**src/rtl/scl_pkg.sv**
```systemverilog
// Shared types and constants for the skin color likelihood pipeline.
// Depends on nothing; the RTL files refer to it by scoped names, the testbench imports it.
`timescale 1ns / 1ps
`default_nettype none

package scl_pkg;

  // Pixel item: unsigned 8-bit components
  typedef struct packed {
    logic [7:0] red;
    logic [7:0] green;
    logic [7:0] blue;
  } pixel_t;

  // Result item: Q8.8 distance and Q0.16 likelihood
  typedef struct packed {
    logic [15:0] distance;
    logic [15:0] likelihood;
  } result_t;

  // Configuration register file as seen by the datapath
  typedef struct packed {
    logic        [15:0] blue_chroma_mean;
    logic        [15:0] red_chroma_mean;
    logic signed [23:0] inv_cov_rr;
    logic signed [23:0] inv_cov_rb;
    logic signed [23:0] inv_cov_bb;
  } cfg_t;

  // Register indexes on the write port
  localparam int unsigned REG_INDEX_W = 3;
  localparam int unsigned REG_DATA_W  = 24;

  typedef enum logic [REG_INDEX_W-1:0] {
    REG_BLUE_CHROMA_MEAN = 3'd0,
    REG_RED_CHROMA_MEAN  = 3'd1,
    REG_INV_COV_RR       = 3'd2,
    REG_INV_COV_RB       = 3'd3,
    REG_INV_COV_BB       = 3'd4
  } reg_index_t;

  // Reset values of the registers
  localparam logic        [15:0] RST_BLUE_CHROMA_MEAN = 16'd25381;
  localparam logic        [15:0] RST_RED_CHROMA_MEAN  = 16'd35345;
  localparam logic signed [23:0] RST_INV_COV_RR       = 24'sd63141;
  localparam logic signed [23:0] RST_INV_COV_RB       = -24'sd55487;
  localparam logic signed [23:0] RST_INV_COV_BB       = 24'sd93907;

  // Chroma delta, Q.8 signed
  typedef logic signed [16:0] delta_t;

  // Chroma conversion in Q.16 (BT.601 full range), 25-bit working width
  localparam int unsigned CHROMA_W = 25;
  localparam logic [CHROMA_W-1:0] CHROMA_OFFSET = 25'd8388608;
  localparam logic [CHROMA_W-1:0] CB_R_COEF     = 25'd11059;
  localparam logic [CHROMA_W-1:0] CB_G_COEF     = 25'd21709;
  localparam logic [CHROMA_W-1:0] CB_B_COEF     = 25'd32768;
  localparam logic [CHROMA_W-1:0] CR_R_COEF     = 25'd32768;
  localparam logic [CHROMA_W-1:0] CR_G_COEF     = 25'd27439;
  localparam logic [CHROMA_W-1:0] CR_B_COEF     = 25'd5329;
  localparam logic [CHROMA_W-1:0] CHROMA_ROUND  = 25'd128;

  // Table index: (distance * depth + half) >> shift
  localparam int unsigned LIK_IDX_SHIFT = 13;

  // exp(-1) in Q.32
  localparam logic [63:0] EXP_MINUS_ONE_Q32 = 64'd1580030169;

endpackage

`default_nettype wire

```
**src/rtl/scl_chroma.sv**
```systemverilog
// Chroma front end: RGB to Cb/Cr in Q.8 and mean subtraction, two stages.
// Depends on scl_pkg.
`timescale 1ns / 1ps
`default_nettype none

module scl_chroma (
  input  wire logic            clk,
  input  wire logic            rst,
  input  wire logic            in_valid,
  input  wire scl_pkg::pixel_t pixel,
  input  wire scl_pkg::cfg_t   cfg,
  output logic                 out_valid,
  output scl_pkg::delta_t      dr,
  output scl_pkg::delta_t      db
);

  localparam int unsigned W = scl_pkg::CHROMA_W;

  logic [W-1:0] r_ext, g_ext, b_ext;
  logic [W-1:0] cb16_next, cr16_next;
  logic [23:0]  cb16, cr16;
  logic         valid1;
  logic [W-1:0] cb_rnd, cr_rnd;
  logic [15:0]  cb8, cr8;
  scl_pkg::delta_t db_next, dr_next;

  // Form Cb and Cr in Q.16; true values stay inside 24 unsigned bits
  always_comb begin
    r_ext     = W'(pixel.red);
    g_ext     = W'(pixel.green);
    b_ext     = W'(pixel.blue);
    cb16_next = scl_pkg::CHROMA_OFFSET + b_ext * scl_pkg::CB_B_COEF
                - r_ext * scl_pkg::CB_R_COEF - g_ext * scl_pkg::CB_G_COEF;
    cr16_next = scl_pkg::CHROMA_OFFSET + r_ext * scl_pkg::CR_R_COEF
                - g_ext * scl_pkg::CR_G_COEF - b_ext * scl_pkg::CR_B_COEF;
  end

  // Stage 1: hold Q.16 chroma
  always_ff @(posedge clk) begin
    cb16 <= cb16_next[23:0];
    cr16 <= cr16_next[23:0];
    if (rst) begin
      valid1 <= 1'b0;
    end else begin
      valid1 <= in_valid;
    end
  end

  // Round half up to Q.8 and subtract the configured means
  always_comb begin
    cb_rnd  = W'(cb16) + scl_pkg::CHROMA_ROUND;
    cr_rnd  = W'(cr16) + scl_pkg::CHROMA_ROUND;
    cb8     = cb_rnd[23:8];
    cr8     = cr_rnd[23:8];
    db_next = scl_pkg::delta_t'({1'b0, cb8} - {1'b0, cfg.blue_chroma_mean});
    dr_next = scl_pkg::delta_t'({1'b0, cr8} - {1'b0, cfg.red_chroma_mean});
  end

  // Stage 2: hold the deltas
  always_ff @(posedge clk) begin
    db <= db_next;
    dr <= dr_next;
    if (rst) begin
      out_valid <= 1'b0;
    end else begin
      out_valid <= valid1;
    end
  end

endmodule

`default_nettype wire

```
**config.mk**
```make
export PLATFORM = sky130hd
export DESIGN_NAME = scl_chroma
export DESIGN_NICKNAME = d
export VERILOG_FILES = /design/src/rtl/scl_pkg.sv /design/src/rtl/scl_chroma.sv
export SDC_FILE = /design/constraint.sdc
export NUM_CORES = 1
export LEC_CHECK = 0
export BUFFER_PORTS_ARGS = -buffer_cell sky130_fd_sc_hd__buf_2
export CAP_MARGIN = 10
export CORE_MARGIN = 5
export CORE_UTILIZATION = 55
export DETAILED_ROUTE_END_ITERATION = 10
export PLACE_DENSITY = 0.82
export REMOVE_ABC_BUFFERS = 1
export SLEW_MARGIN = 25
export SYNTH_ARGS = -nofsm -noshare
export SYNTH_HDL_FRONTEND = slang
export SYNTH_SLANG_ARGS = --single-unit
```
**constraint.sdc**
```tcl
create_clock -name clk -period 6.5 [get_ports clk]
set_input_delay 0 -clock clk [delete_from_list [all_inputs] [get_ports clk]]
set_output_delay 0 -clock clk [all_outputs]
set_load 0.01 [all_outputs]
```
==> impl_metrics.yaml <==
cells_and_area:
  area_delta_synth_final_pct: 9.44
  drive_above_1_share: 0.0945
  nets: 1909
  fillers: 1689
hold_path:
  hold_depth: 3
  min_path_type: "in2reg"
  min_from: "cfg[73]"
  holdPathEnd: "dr[1]$_DFF_P_"
timing:
  max_freq_ghz: 0.187
  finalSetupViolCount: 0
  fin_setup_tns_ns: 0
  skew_ns: 0.00683
  slew_violations: 0
  finalCritPeriodShare: 0.823
  rsz0062_at_grt: "false"
  tightest_slew_ns: 0.521
  min_period_ns: 5.35
  finalHoldViolCount: 0
  relSlewSlack: 0.652
global_route:
  antenna_found_initial: 1
  grt_pass1_vias: 9041
  grt_pass1_wl_um: 41300
  grt_use_total: 0.207
  grt_max_degree: 15
  grt_remaining_overflow: 0
detailed_routing:
  vias_per_cell: 5.11
  drtIter0Drc: 251
  drc: 0
  vias: 8403
  routed_wl_um: 24400
  final_antenna_net_count: 0
  dr.pass1.iters: 4
  wl_per_cell_um: 14.8
worst_setup_path:
  crit_slowest_cell: "fa_1"
  timing.rr.end: "dr[15]$_DFF_P_"
  r2r_slack_ns: 3.42
  crit_type: "in2reg"
  arrival_ns: 5.62
  path_cells: "buf_2, inv_1, ha_1, fa_1, inv_1, fa_1, fa_1, inv_1, fa_1, inv_1, fa_1, inv_1, ha_1, a21oi_1, o21ai_0, a41oi_2, nor3_2, o41ai_4, o31ai_2, o41ai_2, xnor2_1"
  r2r_start: "cr16[10]$_DFF_P_"
  reg2reg_depth: 12
  critPathMaxFanout: 9
  cp-end-kind: "flop"
  worstSetupStartpointType: "input port"
  required_ns: 6.77
  cpPeakStageDelay_ns: 0.55
yosys:
  synth_ff_type: "dfxtp_1"
  ys.warnings.count: 0
  ys_seq_area_frac: 0.116
  syn_avg_cell_area_um2: 9.60
  synth_edf_count: 0
  ys_types: 58
  synth_seq_cells: 70
  synth_area_mm2: 0.0121
  ys_async_sr_fraction: 0
  synth_cells: 1256
clocking:
  cts.clk_slew.worst_paths_ns: 0.06
  post-cts-setup-buffers: 0
  clkLatencyLatePin_ns: 0.33
  cts_root_buffer: "clkbuf_16"
  numCtsBuffers: 9
  cts.sinks: 70
  h-tree-depth: 3
  cts_tree: "built"
  clk_path_buf_depth: 2
die:
  die_y_um: 158
  die_area_mm2: 0.0250
  chipWidth_um: 158
  initial_utilization: 0.556
  ios: 166
  row_count: 54
  core_mm2: 0.0217
place:
  gp_congestion: 0.961
  port_buffers: 93
  hpwl_um: 21700
run:
  drv_cap: 0
run_status:
  status: "completed"
## stage by stage
stage | area, um^2 | worst slack, ns | std cells | utilization | hold slack, ns
5_1_grt | 13200 | 0.961 | 1646 | 0.608 | 0.0517
3_3_place_gp | 12900 | 0.897 | 1625 | 0.593 | 0.174
6_report | 13200 | 1.15 | 1646 | 0.608 | 0.0494
2_1_floorplan | 12000 | 1.52 | 1251 | - | 0.0716
4_1_cts | 13200 | 1.18 | 1645 | 0.608 | 0.0466
3_5_place_dp | 12900 | 0.839 | 1625 | 0.593 | 0.184
## critical path, delay by kind of cell
kind / cells / cell delay [ns]
AOI/OAI and AO/OA: 6 / 1.51
xor gates and xnor gates: 1 / 0.15
adders and majority gates: 7 / 3.20
buffers and inverters: 6 / 0.64
and+or+nand+nor: 1 / 0.11
## synthesized netlist by cell type (7+ instances only)
| library cell | n | area (um^2) |
|---|---|---|
| o21ai_0 | 17 | 85.1 |
| xor2_1 | 29 | 254 |
| inv_1 | 381 | 1430 |
| nand2_1 | 36 | 135 |
| fa_1 | 191 | 3820 |
| dfxtp_1 | 70 | 1400 |
| ha_1 | 227 | 2840 |
| xnor2_1 | 63 | 552 |
| nor2_1 | 59 | 221 |
| nand3_1 | 15 | 75.1 |
| a21oi_1 | 29 | 145 |
| a21o_1 | 21 | 158 |
| nor2b_1 | 10 | 62.6 |
| o21a_1 | 8 | 60.1 |
| and3_1 | 7 | 43.8 |
## worst max-delay path by stage
stage	startpoint	to	slack [ns]	depth (start not counted)
6_report	pixel[13]	cb16[23]$_DFF_P_	1.15	21
5_1_grt	pixel[13]	cb16[20]$_DFF_P_	0.96	21
4_1_cts	pixel[13]	cb16[23]$_DFF_P_	1.18	21
3_5_place_dp	pixel[13]	cb16[22]$_DFF_P_	0.84	21
3_3_place_gp	pixel[13]	cb16[23]$_DFF_P_	0.90	21
2_1_floorplan	pixel[15]	cb16[23]$_DFF_P_	1.52	19
## cell type report
type / instances / area, um^2 / share of cell area
antenna: 1 / 2.50 / 0.000190
sequential: 70 / 1400 / 0.106
timing repair buffer: 98 / 513 / 0.0389
inverter: 381 / 1430 / 0.108
multi-input combinational: 800 / 9200 / 0.698
tap: 280 / 350 / 0.0266
clock buffer: 10 / 229 / 0.0174
clock inverter: 6 / 62.6 / 0.00474
## routing by layer
metal,GRT usage,part of all wire,routed length (um)
met5,0,0,0
met2,0.379,0.51,12500
met1,0.259,0.42,10200
met3,0.0279,0.049,1190
met4,0.0536,0.020,493
## logic make-up after synthesis
kind of cell / share of synthesized area
flops: 0.116
xor+xnor: 0.0669
buf+inv: 0.120
simple gates: 0.0688
compound gates: 0.0748
fa+ha+maj: 0.553
## state kept, by name, summed over array words and instances (netlist names)
register and flops:
valid1 1, out_valid 1, cr16 17, cb16 17, dr 17, db 17
## layout by cell type (no fill, tap or decap), types with 7 or more instances in the layout
master and instances:
dfxtp_1 70, xnor2_1 63, o21a_1 8, nor2b_1 10, fa_1 191, inv_1 381
o21ai_0 17, clkbuf_16 9, nor2_1 59, buf_2 93, a21o_1 21, ha_1 227
nand3_1 15, a21oi_1 29, nand2_1 36, xor2_1 29, and3_1 7
## timing repair
action | 4_1_cts | 5_1_grt
resized for setup | 0 | 0
endpoints found under the hold margin | 4 | 0
hold buffers | 4 | 0
Power is not shown: default switching activity piles up to over one toggle a cycle in this logic, so the estimate is an artifact.
