[config.mk]
export PLATFORM = sky130hd
export DESIGN_NAME = scl_lik_lookup
export DESIGN_NICKNAME = d
export VERILOG_FILES = /design/src/rtl/scl_pkg.sv /design/src/rtl/scl_lik_lookup.sv
export SDC_FILE = /design/constraint.sdc
export NUM_CORES = 1
export LEC_CHECK = 0
export BUFFER_PORTS_ARGS = -buffer_cell sky130_fd_sc_hd__buf_2
export CAP_MARGIN = 10
export CORE_ASPECT_RATIO = 0.75
export CORE_UTILIZATION = 30
export CTS_CLUSTER_DIAMETER = 30
export CTS_CLUSTER_SIZE = 8
export DETAILED_ROUTE_END_ITERATION = 8
export GPL_TIMING_DRIVEN = 1
export SLEW_MARGIN = 20
export SYNTH_ARGS = -nofsm -noshare
export SYNTH_HDL_FRONTEND = slang
export SYNTH_SLANG_ARGS = --single-unit
export TNS_END_PERCENT = 1
[constraint.sdc]
create_clock -name clk -period 6.25 [get_ports clk]
set_clock_uncertainty 0.15 [all_clocks]
set_input_delay 1.25 -clock clk [delete_from_list [all_inputs] [get_ports clk]]
set_output_delay 1.25 -clock clk [all_outputs]
set_load 0.01 [all_outputs]
[src/rtl/scl_pkg.sv]
// Shared types and constants for the skin color likelihood pipeline.
// Depends on nothing; the RTL files refer to it by scoped names, the testbench imports it.
`timescale 1ns / 1ps
`default_nettype none

package scl_pkg;

  // Pixel item: unsigned 8-bit components
  typedef struct packed {
    logic [7:0] red;
    logic [7:0] green;
    logic [7:0] blue;
  } pixel_t;

  // Result item: Q8.8 distance and Q0.16 likelihood
  typedef struct packed {
    logic [15:0] distance;
    logic [15:0] likelihood;
  } result_t;

  // Configuration register file as seen by the datapath
  typedef struct packed {
    logic        [15:0] blue_chroma_mean;
    logic        [15:0] red_chroma_mean;
    logic signed [23:0] inv_cov_rr;
    logic signed [23:0] inv_cov_rb;
    logic signed [23:0] inv_cov_bb;
  } cfg_t;

  // Register indexes on the write port
  localparam int unsigned REG_INDEX_W = 3;
  localparam int unsigned REG_DATA_W  = 24;

  typedef enum logic [REG_INDEX_W-1:0] {
    REG_BLUE_CHROMA_MEAN = 3'd0,
    REG_RED_CHROMA_MEAN  = 3'd1,
    REG_INV_COV_RR       = 3'd2,
    REG_INV_COV_RB       = 3'd3,
    REG_INV_COV_BB       = 3'd4
  } reg_index_t;

  // Reset values of the registers
  localparam logic        [15:0] RST_BLUE_CHROMA_MEAN = 16'd25381;
  localparam logic        [15:0] RST_RED_CHROMA_MEAN  = 16'd35345;
  localparam logic signed [23:0] RST_INV_COV_RR       = 24'sd63141;
  localparam logic signed [23:0] RST_INV_COV_RB       = -24'sd55487;
  localparam logic signed [23:0] RST_INV_COV_BB       = 24'sd93907;

  // Chroma delta, Q.8 signed
  typedef logic signed [16:0] delta_t;

  // Chroma conversion in Q.16 (BT.601 full range), 25-bit working width
  localparam int unsigned CHROMA_W = 25;
  localparam logic [CHROMA_W-1:0] CHROMA_OFFSET = 25'd8388608;
  localparam logic [CHROMA_W-1:0] CB_R_COEF     = 25'd11059;
  localparam logic [CHROMA_W-1:0] CB_G_COEF     = 25'd21709;
  localparam logic [CHROMA_W-1:0] CB_B_COEF     = 25'd32768;
  localparam logic [CHROMA_W-1:0] CR_R_COEF     = 25'd32768;
  localparam logic [CHROMA_W-1:0] CR_G_COEF     = 25'd27439;
  localparam logic [CHROMA_W-1:0] CR_B_COEF     = 25'd5329;
  localparam logic [CHROMA_W-1:0] CHROMA_ROUND  = 25'd128;

  // Table index: (distance * depth + half) >> shift
  localparam int unsigned LIK_IDX_SHIFT = 13;

  // exp(-1) in Q.32
  localparam logic [63:0] EXP_MINUS_ONE_Q32 = 64'd1580030169;

endpackage

`default_nettype wire

[src/rtl/scl_lik_lookup.sv]
// Likelihood lookup: table index from the distance, then a registered read
// of the exp(-y) table built at elaboration. Depends on scl_pkg.
`timescale 1ns / 1ps
`default_nettype none

module scl_lik_lookup #(
  parameter int unsigned EXP_TABLE_DEPTH = 256
) (
  input  wire logic             clk,
  input  wire logic             rst,
  input  wire logic             in_valid,
  input  wire logic [15:0]      distance,
  output logic                  out_valid,
  output scl_pkg::result_t      result
);

  localparam int unsigned ADDR_W = $clog2(EXP_TABLE_DEPTH);
  localparam int unsigned PROD_W = 16 + ADDR_W + 1;
  localparam int unsigned IDX_W  = PROD_W - scl_pkg::LIK_IDX_SHIFT;

  typedef logic [15:0] lik_rom_t [EXP_TABLE_DEPTH];

  // Table entry i: round(65536*exp(-16*i/depth)), clamped to 65535
  function automatic lik_rom_t build_lik_rom();
    lik_rom_t    rom;
    logic [63:0] y, whole, frac, term, prod, r, v;
    longint      sum;
    for (int i = 0; i < int'(EXP_TABLE_DEPTH); i++) begin
      y     = (64'(i) << 36) / EXP_TABLE_DEPTH;
      whole = y >> 32;
      frac  = {32'd0, y[31:0]};
      term  = 64'd1 << 32;
      sum   = longint'(term);
      // Truncated Taylor series of exp(-frac)
      for (int k = 1; k <= 16; k++) begin
        prod = (term * frac) >> 32;
        case (k)
          1:       term = prod;
          2:       term = prod / 2;
          3:       term = prod / 3;
          4:       term = prod / 4;
          5:       term = prod / 5;
          6:       term = prod / 6;
          7:       term = prod / 7;
          8:       term = prod / 8;
          9:       term = prod / 9;
          10:      term = prod / 10;
          11:      term = prod / 11;
          12:      term = prod / 12;
          13:      term = prod / 13;
          14:      term = prod / 14;
          15:      term = prod / 15;
          default: term = prod / 16;
        endcase
        if ((k % 2) == 1) begin
          sum = sum - longint'(term);
        end else begin
          sum = sum + longint'(term);
        end
      end
      if (sum < 0) begin
        sum = 0;
      end
      r = 64'(sum);
      // Multiply in exp(-1) once per whole unit
      for (int w = 0; w < 16; w++) begin
        if (64'(w) < whole) begin
          r = (r * scl_pkg::EXP_MINUS_ONE_Q32 + (64'd1 << 31)) >> 32;
        end
      end
      v = (r + (64'd1 << 15)) >> 16;
      if (v > 64'd65535) begin
        v = 64'd65535;
      end
      rom[i] = v[15:0];
    end
    return rom;
  endfunction

  localparam lik_rom_t LIK_ROM = build_lik_rom();

  logic [PROD_W-1:0] scaled;
  logic [IDX_W-1:0]  idx_next;
  logic [ADDR_W-1:0] addr;
  logic              in_range;
  logic [15:0]       dist7;
  logic              valid7;

  // Scale the distance onto the table span, rounding half up
  always_comb begin
    scaled   = PROD_W'(distance) * PROD_W'(EXP_TABLE_DEPTH)
               + (PROD_W'(1) << (scl_pkg::LIK_IDX_SHIFT - 1));
    idx_next = scaled[PROD_W-1:scl_pkg::LIK_IDX_SHIFT];
  end

  // Stage 7: hold the table address and range flag
  always_ff @(posedge clk) begin
    addr     <= idx_next[ADDR_W-1:0];
    in_range <= idx_next < IDX_W'(EXP_TABLE_DEPTH);
    dist7    <= distance;
    if (rst) begin
      valid7 <= 1'b0;
    end else begin
      valid7 <= in_valid;
    end
  end

  // Stage 8: registered table read; past the table the likelihood is zero
  always_ff @(posedge clk) begin
    result.distance <= dist7;
    if (in_range) begin
      result.likelihood <= LIK_ROM[addr];
    end else begin
      result.likelihood <= 16'd0;
    end
    if (rst) begin
      out_valid <= 1'b0;
    end else begin
      out_valid <= valid7;
    end
  end

endmodule

`default_nettype wire

==> flow_metrics.env, run 1 <==
export IMPL_leakagePower_nw=1.77
export IMPL_coreArea_sq_um=12400
export IMPL_crit_type="reg -> reg"
export IMPL_hold_buffers=0
export IMPL_outcome="finished, final reports clean"
export IMPL_layout_common_cells="dfxtp_1, buf_2, nor2_1, nand2_1, a21oi_1"
export IMPL_p_total_w=0.00129
export IMPL_hpwl_mm=10.8
export IMPL_fin_crit_ns=3.60
export IMPL_clockBufferDepth=2
export IMPL_grt_pass1_vias=3942
export IMPL_final_setup_tns_ns=0
export IMPL_internal_power_w=0.000859
export IMPL_cts_tree="built"
export IMPL_numPortBuffers=51
export IMPL_drt_first_iter_violations=713
export IMPL_start_kind="register"
export IMPL_root_buffer="clkbuf_16"
export IMPL_synth_area_per_cell_sq_um=7.92
export IMPL_start_util_pct=31.1
export IMPL_fp_row_count=35
export IMPL_final_common_cell="dfxtp_1"
export IMPL_fmax_mhz=278
export IMPL_cts_resized=0
export IMPL_synth_cell_types=65
export IMPL_cp_cell_sequence="inv_1 > ha_1 > nand2b_1 > and2_0 > mux4_2 > a221o_1 > a21oi_1"
export IMPL_seqPwrFrac_pct=32.2
export IMPL_setup_viol=0
export IMPL_hold_violations=0
export IMPL_worst_path_buf_inv=1
export IMPL_max_slew_margin_pct=44.9
export IMPL_drive_above_1_share_pct=17.4
export IMPL_vias=4224
export IMPL_syn_area_sq_um=3870
export IMPL_cts_setup_buffers=0
export IMPL_place_congestion=0.986
export IMPL_drt_wl_total_mm=15.6
export IMPL_cts_buffers=9
export IMPL_syn_num_nets=528
export IMPL_end_kind="register"
export IMPL_die_x_um=133
export IMPL_h_tree_depth=3
export IMPL_die_h_um=100
export IMPL_peakVddDrop_v=0.000129
export IMPL_die_area_sq_um=13400
export IMPL_worst_path_max_fanout=19
export IMPL_critical_path_max_stage_delay_ns=0.80
export IMPL_crit_family="adder cells"
export IMPL_grt_first_pass_wirelength_mm=23.5
export IMPL_synth_flop_cell="dfxtp_1"
export IMPL_pwr_share_clk_pct=41.6
export IMPL_grt_usage_pct=23.6
export IMPL_dr_pass1_iters=6
export IMPL_seq_area_frac_synth_pct=30.5
export IMPL_synth_edff_count=0
export IMPL_async_flop_share_pct=0
export IMPL_ios=52
export IMPL_num_antenna_cells=0
export IMPL_required_ns=6.35
export IMPL_clk_latency_ns=0.33
export IMPL_switchingPower_w=0.000432
export IMPL_tightest_slew_ns=0.827
export IMPL_grt_overflow=0
export IMPL_clkTransAtPathRegs_ns=0.06
export IMPL_antenna_left=0
export IMPL_antenna_found_initial=0
export IMPL_hp_class="reg -> reg"
export IMPL_ys_warn_count=0
export IMPL_routedWlPerCell_um=22.8
export IMPL_worstPathArrival_ns=3.69
export IMPL_ys_seq_elements=59
export IMPL_slew_viol_final=0
export IMPL_rsz0062_at_grt="false"
export IMPL_cts_sinks=59
export IMPL_p_sw_share_pct=33.5
export IMPL_grt_max_degree=85
export IMPL_crit_slowest_cell="ha_1"
export IMPL_syn_inst=489
export IMPL_drcViolationCount=0
export IMPL_combinationalPowerShare_pct=26.3
export IMPL_power_density_nw_per_um2=287
export IMPL_max_cap_violations=0
export IMPL_nNetsFinal=551
export IMPL_period_share_pct=57.5
export IMPL_viasPerCell=6.18
export IMPL_area_growth_pct=16.0
export IMPL_finish_utilization_pct=36.1
[area by class of cell]
cell class	instances	area (sq um)
sequential	59	1180
clock inverter	6	88.8
inverter	7	26.3
timing repair buffer	56	293
fill	1337	7940
multi-input combinational	379	2460
tap	166	208
clock buffer	10	229
[stage by stage]
| stage | hold WS, ns | instances | setup slack (ns) | instance area (sq um) |
|---|---|---|---|---|
| after floorplan | 0.160 | 489 | 3.56 | 3870 |
| after global placement | 0.160 | 667 | 2.94 | 4180 |
| after detailed placement | 0.162 | 667 | 2.79 | 4180 |
| after CTS | 0.175 | 683 | 2.78 | 4490 |
| after global routing | 0.183 | 683 | 2.53 | 4490 |
| final | 0.174 | 683 | 2.65 | 4490 |
[synth_stat cells, drive strengths merged, types with 9 or more instances]
cell type | number | area (sq um)
a211oi | 9 | 67.6
a21oi | 35 | 175
buf | 26 | 134
clkbuf | 18 | 67.6
dfxtp | 59 | 1180
ha | 20 | 250
nand2 | 37 | 141
nand2b | 17 | 106
nand3 | 14 | 70.1
nor2 | 50 | 188
nor2b | 22 | 138
nor3 | 20 | 100
o211ai | 14 | 105
o21ai | 31 | 155
[cell families after synthesis]
logic type / after synthesis / share of synthesized area, %
simple gates: 193 / 25.1
flops: 59 / 30.5
fa+ha+maj: 20 / 6.46
compound gates: 149 / 25.9
buf+inv: 51 / 5.88
xor+xnor: 8 / 1.81
mux: 9 / 4.30
[flip-flops by register name, summed over array words and instances (netlist names)]
signal     count
result        32
dist7         16
addr           8
in_range       1
out_valid      1
valid7         1
[power by group through the flow]
| stage | logic (W) | registers [W] | clock network, W |
|---|---|---|---|
| CTS | 0.000322 | 0.000414 | 0.000545 |
| floorplan | 0.000227 | 0.000415 | 0 |
| detailed placement | 0.000320 | 0.000422 | 0 |
| finish | 0.000339 | 0.000415 | 0.000537 |
| global route | 0.000357 | 0.000417 | 0.000564 |
| global placement | 0.000331 | 0.000422 | 0 |
[layer usage]
layer / vias up / track usage [%] / share of wire, %
li1: 1838 / - / -
met3: 72 / 8.54 / 15
met5: - / 0 / 0
met2: 364 / 33.5 / 39
met4: 0 / 12.4 / 5.1
met1: 1950 / 31.1 / 41
[worst paths after layout]
kind | from | end | slack [ns] | cells after the start
worst max-delay path | addr[0]$_DFF_P_ | result[7]$_SDFF_PN0_ | 2.65 | 7
worst min-delay path | dist7[14]$_DFF_P_ | result[30]$_DFF_P_ | 0.17 | 0
worst max register to register | addr[0]$_DFF_P_ | result[7]$_SDFF_PN0_ | 2.65 | 7
worst min register to register | dist7[14]$_DFF_P_ | result[30]$_DFF_P_ | 0.17 | 0
No activity file was read; power rests on OpenSTA's default activity.
==> inputs of run 2 (changes only) <==
==> constraint.sdc (replaced) <==
create_clock -name clk -period 3.5 [get_ports clk]
set_clock_uncertainty 0.15 [all_clocks]
set_input_delay 0.7 -clock clk [delete_from_list [all_inputs] [get_ports clk]]
set_output_delay 0.7 -clock clk [all_outputs]
set_load 0.01 [all_outputs]
==> flow_metrics.env, run 2 (same netlist as run 1, synthesis figures left out) <==
export IMPL_clk_latency_ns=0.34
export IMPL_tightest_slew_ns=0.610
export IMPL_wl_met2_mm=6.39
export IMPL_die_h_um=100
export IMPL_fin_crit_ns=2.80
export IMPL_coreArea_sq_um=12400
export IMPL_fmax_mhz=358
export IMPL_cts_buffers=9
export IMPL_dp_cells=680
export IMPL_final_setup_tns_ns=0
export IMPL_grt_overflow=0
export IMPL_drt_first_iter_violations=548
export IMPL_crit_type="reg -> reg"
export IMPL_clkTransAtPathRegs_ns=0.06
export IMPL_leakagePower_nw=1.83
export IMPL_grt_first_pass_wirelength_mm=23.7
export IMPL_period_share_pct=79.9
export IMPL_outcome="finished, final reports clean"
export IMPL_cts_tree="built"
export IMPL_crit_slowest_cell="ha_1"
export IMPL_fp_row_count=35
export IMPL_worstPathArrival_ns=2.90
export IMPL_viasPerCell=5.95
export IMPL_ios=52
export IMPL_nNetsFinal=564
export IMPL_wl_met3_mm=1.81
export IMPL_start_util_pct=31.1
export IMPL_required_ns=3.60
export IMPL_vias=4138
export IMPL_p_total_w=0.00228
export IMPL_drcViolationCount=0
export IMPL_post_place_ws_ns=0.799
export IMPL_start_kind="register"
export IMPL_area_growth_pct=18.5
export IMPL_cts_setup_buffers=0
export IMPL_cp_cell_sequence="inv_1 > ha_1 > nand2b_1 > and2_0 > mux4_2 > a221o_1 > a21oi_1"
export IMPL_slew_viol_final=0
export IMPL_top_layer_used="met4"
export IMPL_root_buffer="clkbuf_16"
export IMPL_drive_above_1_share_pct=19.5
export IMPL_rsz0062_at_grt="false"
export IMPL_grt_pass1_vias=3912
export IMPL_grt_max_degree=46
export IMPL_layout_common_cells="dfxtp_1, buf_2, nor2_1, nand2_1, a21oi_1"
export IMPL_final_common_cell="dfxtp_1"
export IMPL_worst_path_max_fanout=15
export IMPL_critical_path_max_stage_delay_ns=0.67
export IMPL_largestRegisters="result: 32 flops, dist7: 16 flops, addr: 8 flops"
export IMPL_cts_sinks=59
export IMPL_wl_met1_mm=6.85
export IMPL_clockBufferDepth=2
export IMPL_max_cap_violations=0
export IMPL_largest_reg_flops=32
export IMPL_top_register="result"
export IMPL_power_density_nw_per_um2=497
export IMPL_peakVddDrop_v=0.000257
export IMPL_cts_resized=0
export IMPL_antenna_found_initial=0
export IMPL_hp_class="reg -> reg"
export IMPL_die_area_sq_um=13400
export IMPL_antenna_left=0
export IMPL_hold_violations=0
export IMPL_numPortBuffers=51
export IMPL_die_x_um=133
export IMPL_dr_pass1_iters=5
export IMPL_drt_wl_total_mm=15.7
export IMPL_grt_usage_pct=24.0
export IMPL_setup_viol=0
export IMPL_max_slew_margin_pct=59.3
export IMPL_place_congestion=0.980
export IMPL_hold_buffers=0
export IMPL_num_antenna_cells=0
export IMPL_h_tree_depth=3
export IMPL_end_kind="register"
export IMPL_hpwl_mm=11.2
export IMPL_instances_no_fill=695
export IMPL_setup_ws_ns=0.705
export IMPL_routedWlPerCell_um=22.6
## run 2: report_power, final
group,internal [W],switching (W)
Combinational,0.000224,0.000404
Sequential,0.000706,0.0000338
Clock,0.000584,0.000327
## run 2: final timing paths
path              depth (start not counted)             start                   end  slack, ns
setup reg to reg                          7   addr[0]$_DFF_P_  result[7]$_SDFF_PN0_       0.70
hold reg to reg                           0  dist7[0]$_DFF_P_    result[16]$_DFF_P_       0.17
setup / recovery                          7   addr[0]$_DFF_P_  result[7]$_SDFF_PN0_       0.70
hold / removal                            0  dist7[0]$_DFF_P_    result[16]$_DFF_P_       0.17
## run 2: area by class of cell
type	instances	area, sq um
inverters	7	26.3
repair buffers	69	403
well taps	166	208
clock buffers	11	253
multi-input cells	379	2460
clock inverters	4	50.0
flip-flops and latches	59	1180
fillers	1309	7850
## run 2: worst max-delay path, delay by kind of cell (launching register included)
family / cells / cell delay (ns)
and+or+nand+nor: 2 / 0.41
adders and majority gates: 1 / 0.67
DFF: 1 / 0.32
buffers and inverters: 1 / 0.18
AOI/OAI and AO/OA: 2 / 0.51
muxes: 1 / 0.45
## run 2: per-stage QoR
| step | utilization (%) | cell area (sq um) | hold WS, ns |
|---|---|---|---|
| floorplan | - | 3870 | 0.160 |
| global placement | 34.5 | 4290 | 0.160 |
| detailed placement | 34.5 | 4290 | 0.162 |
| CTS | 36.9 | 4590 | 0.174 |
| global route | 36.9 | 4590 | 0.182 |
| finish | 36.9 | 4590 | 0.173 |
## run 2: routing by layer
metal  track usage (%)  vias up
li1                  -     1860
met1              32.7     1972
met2              33.9      259
met3              7.02       47
met4              13.3        0
met5                 0        -
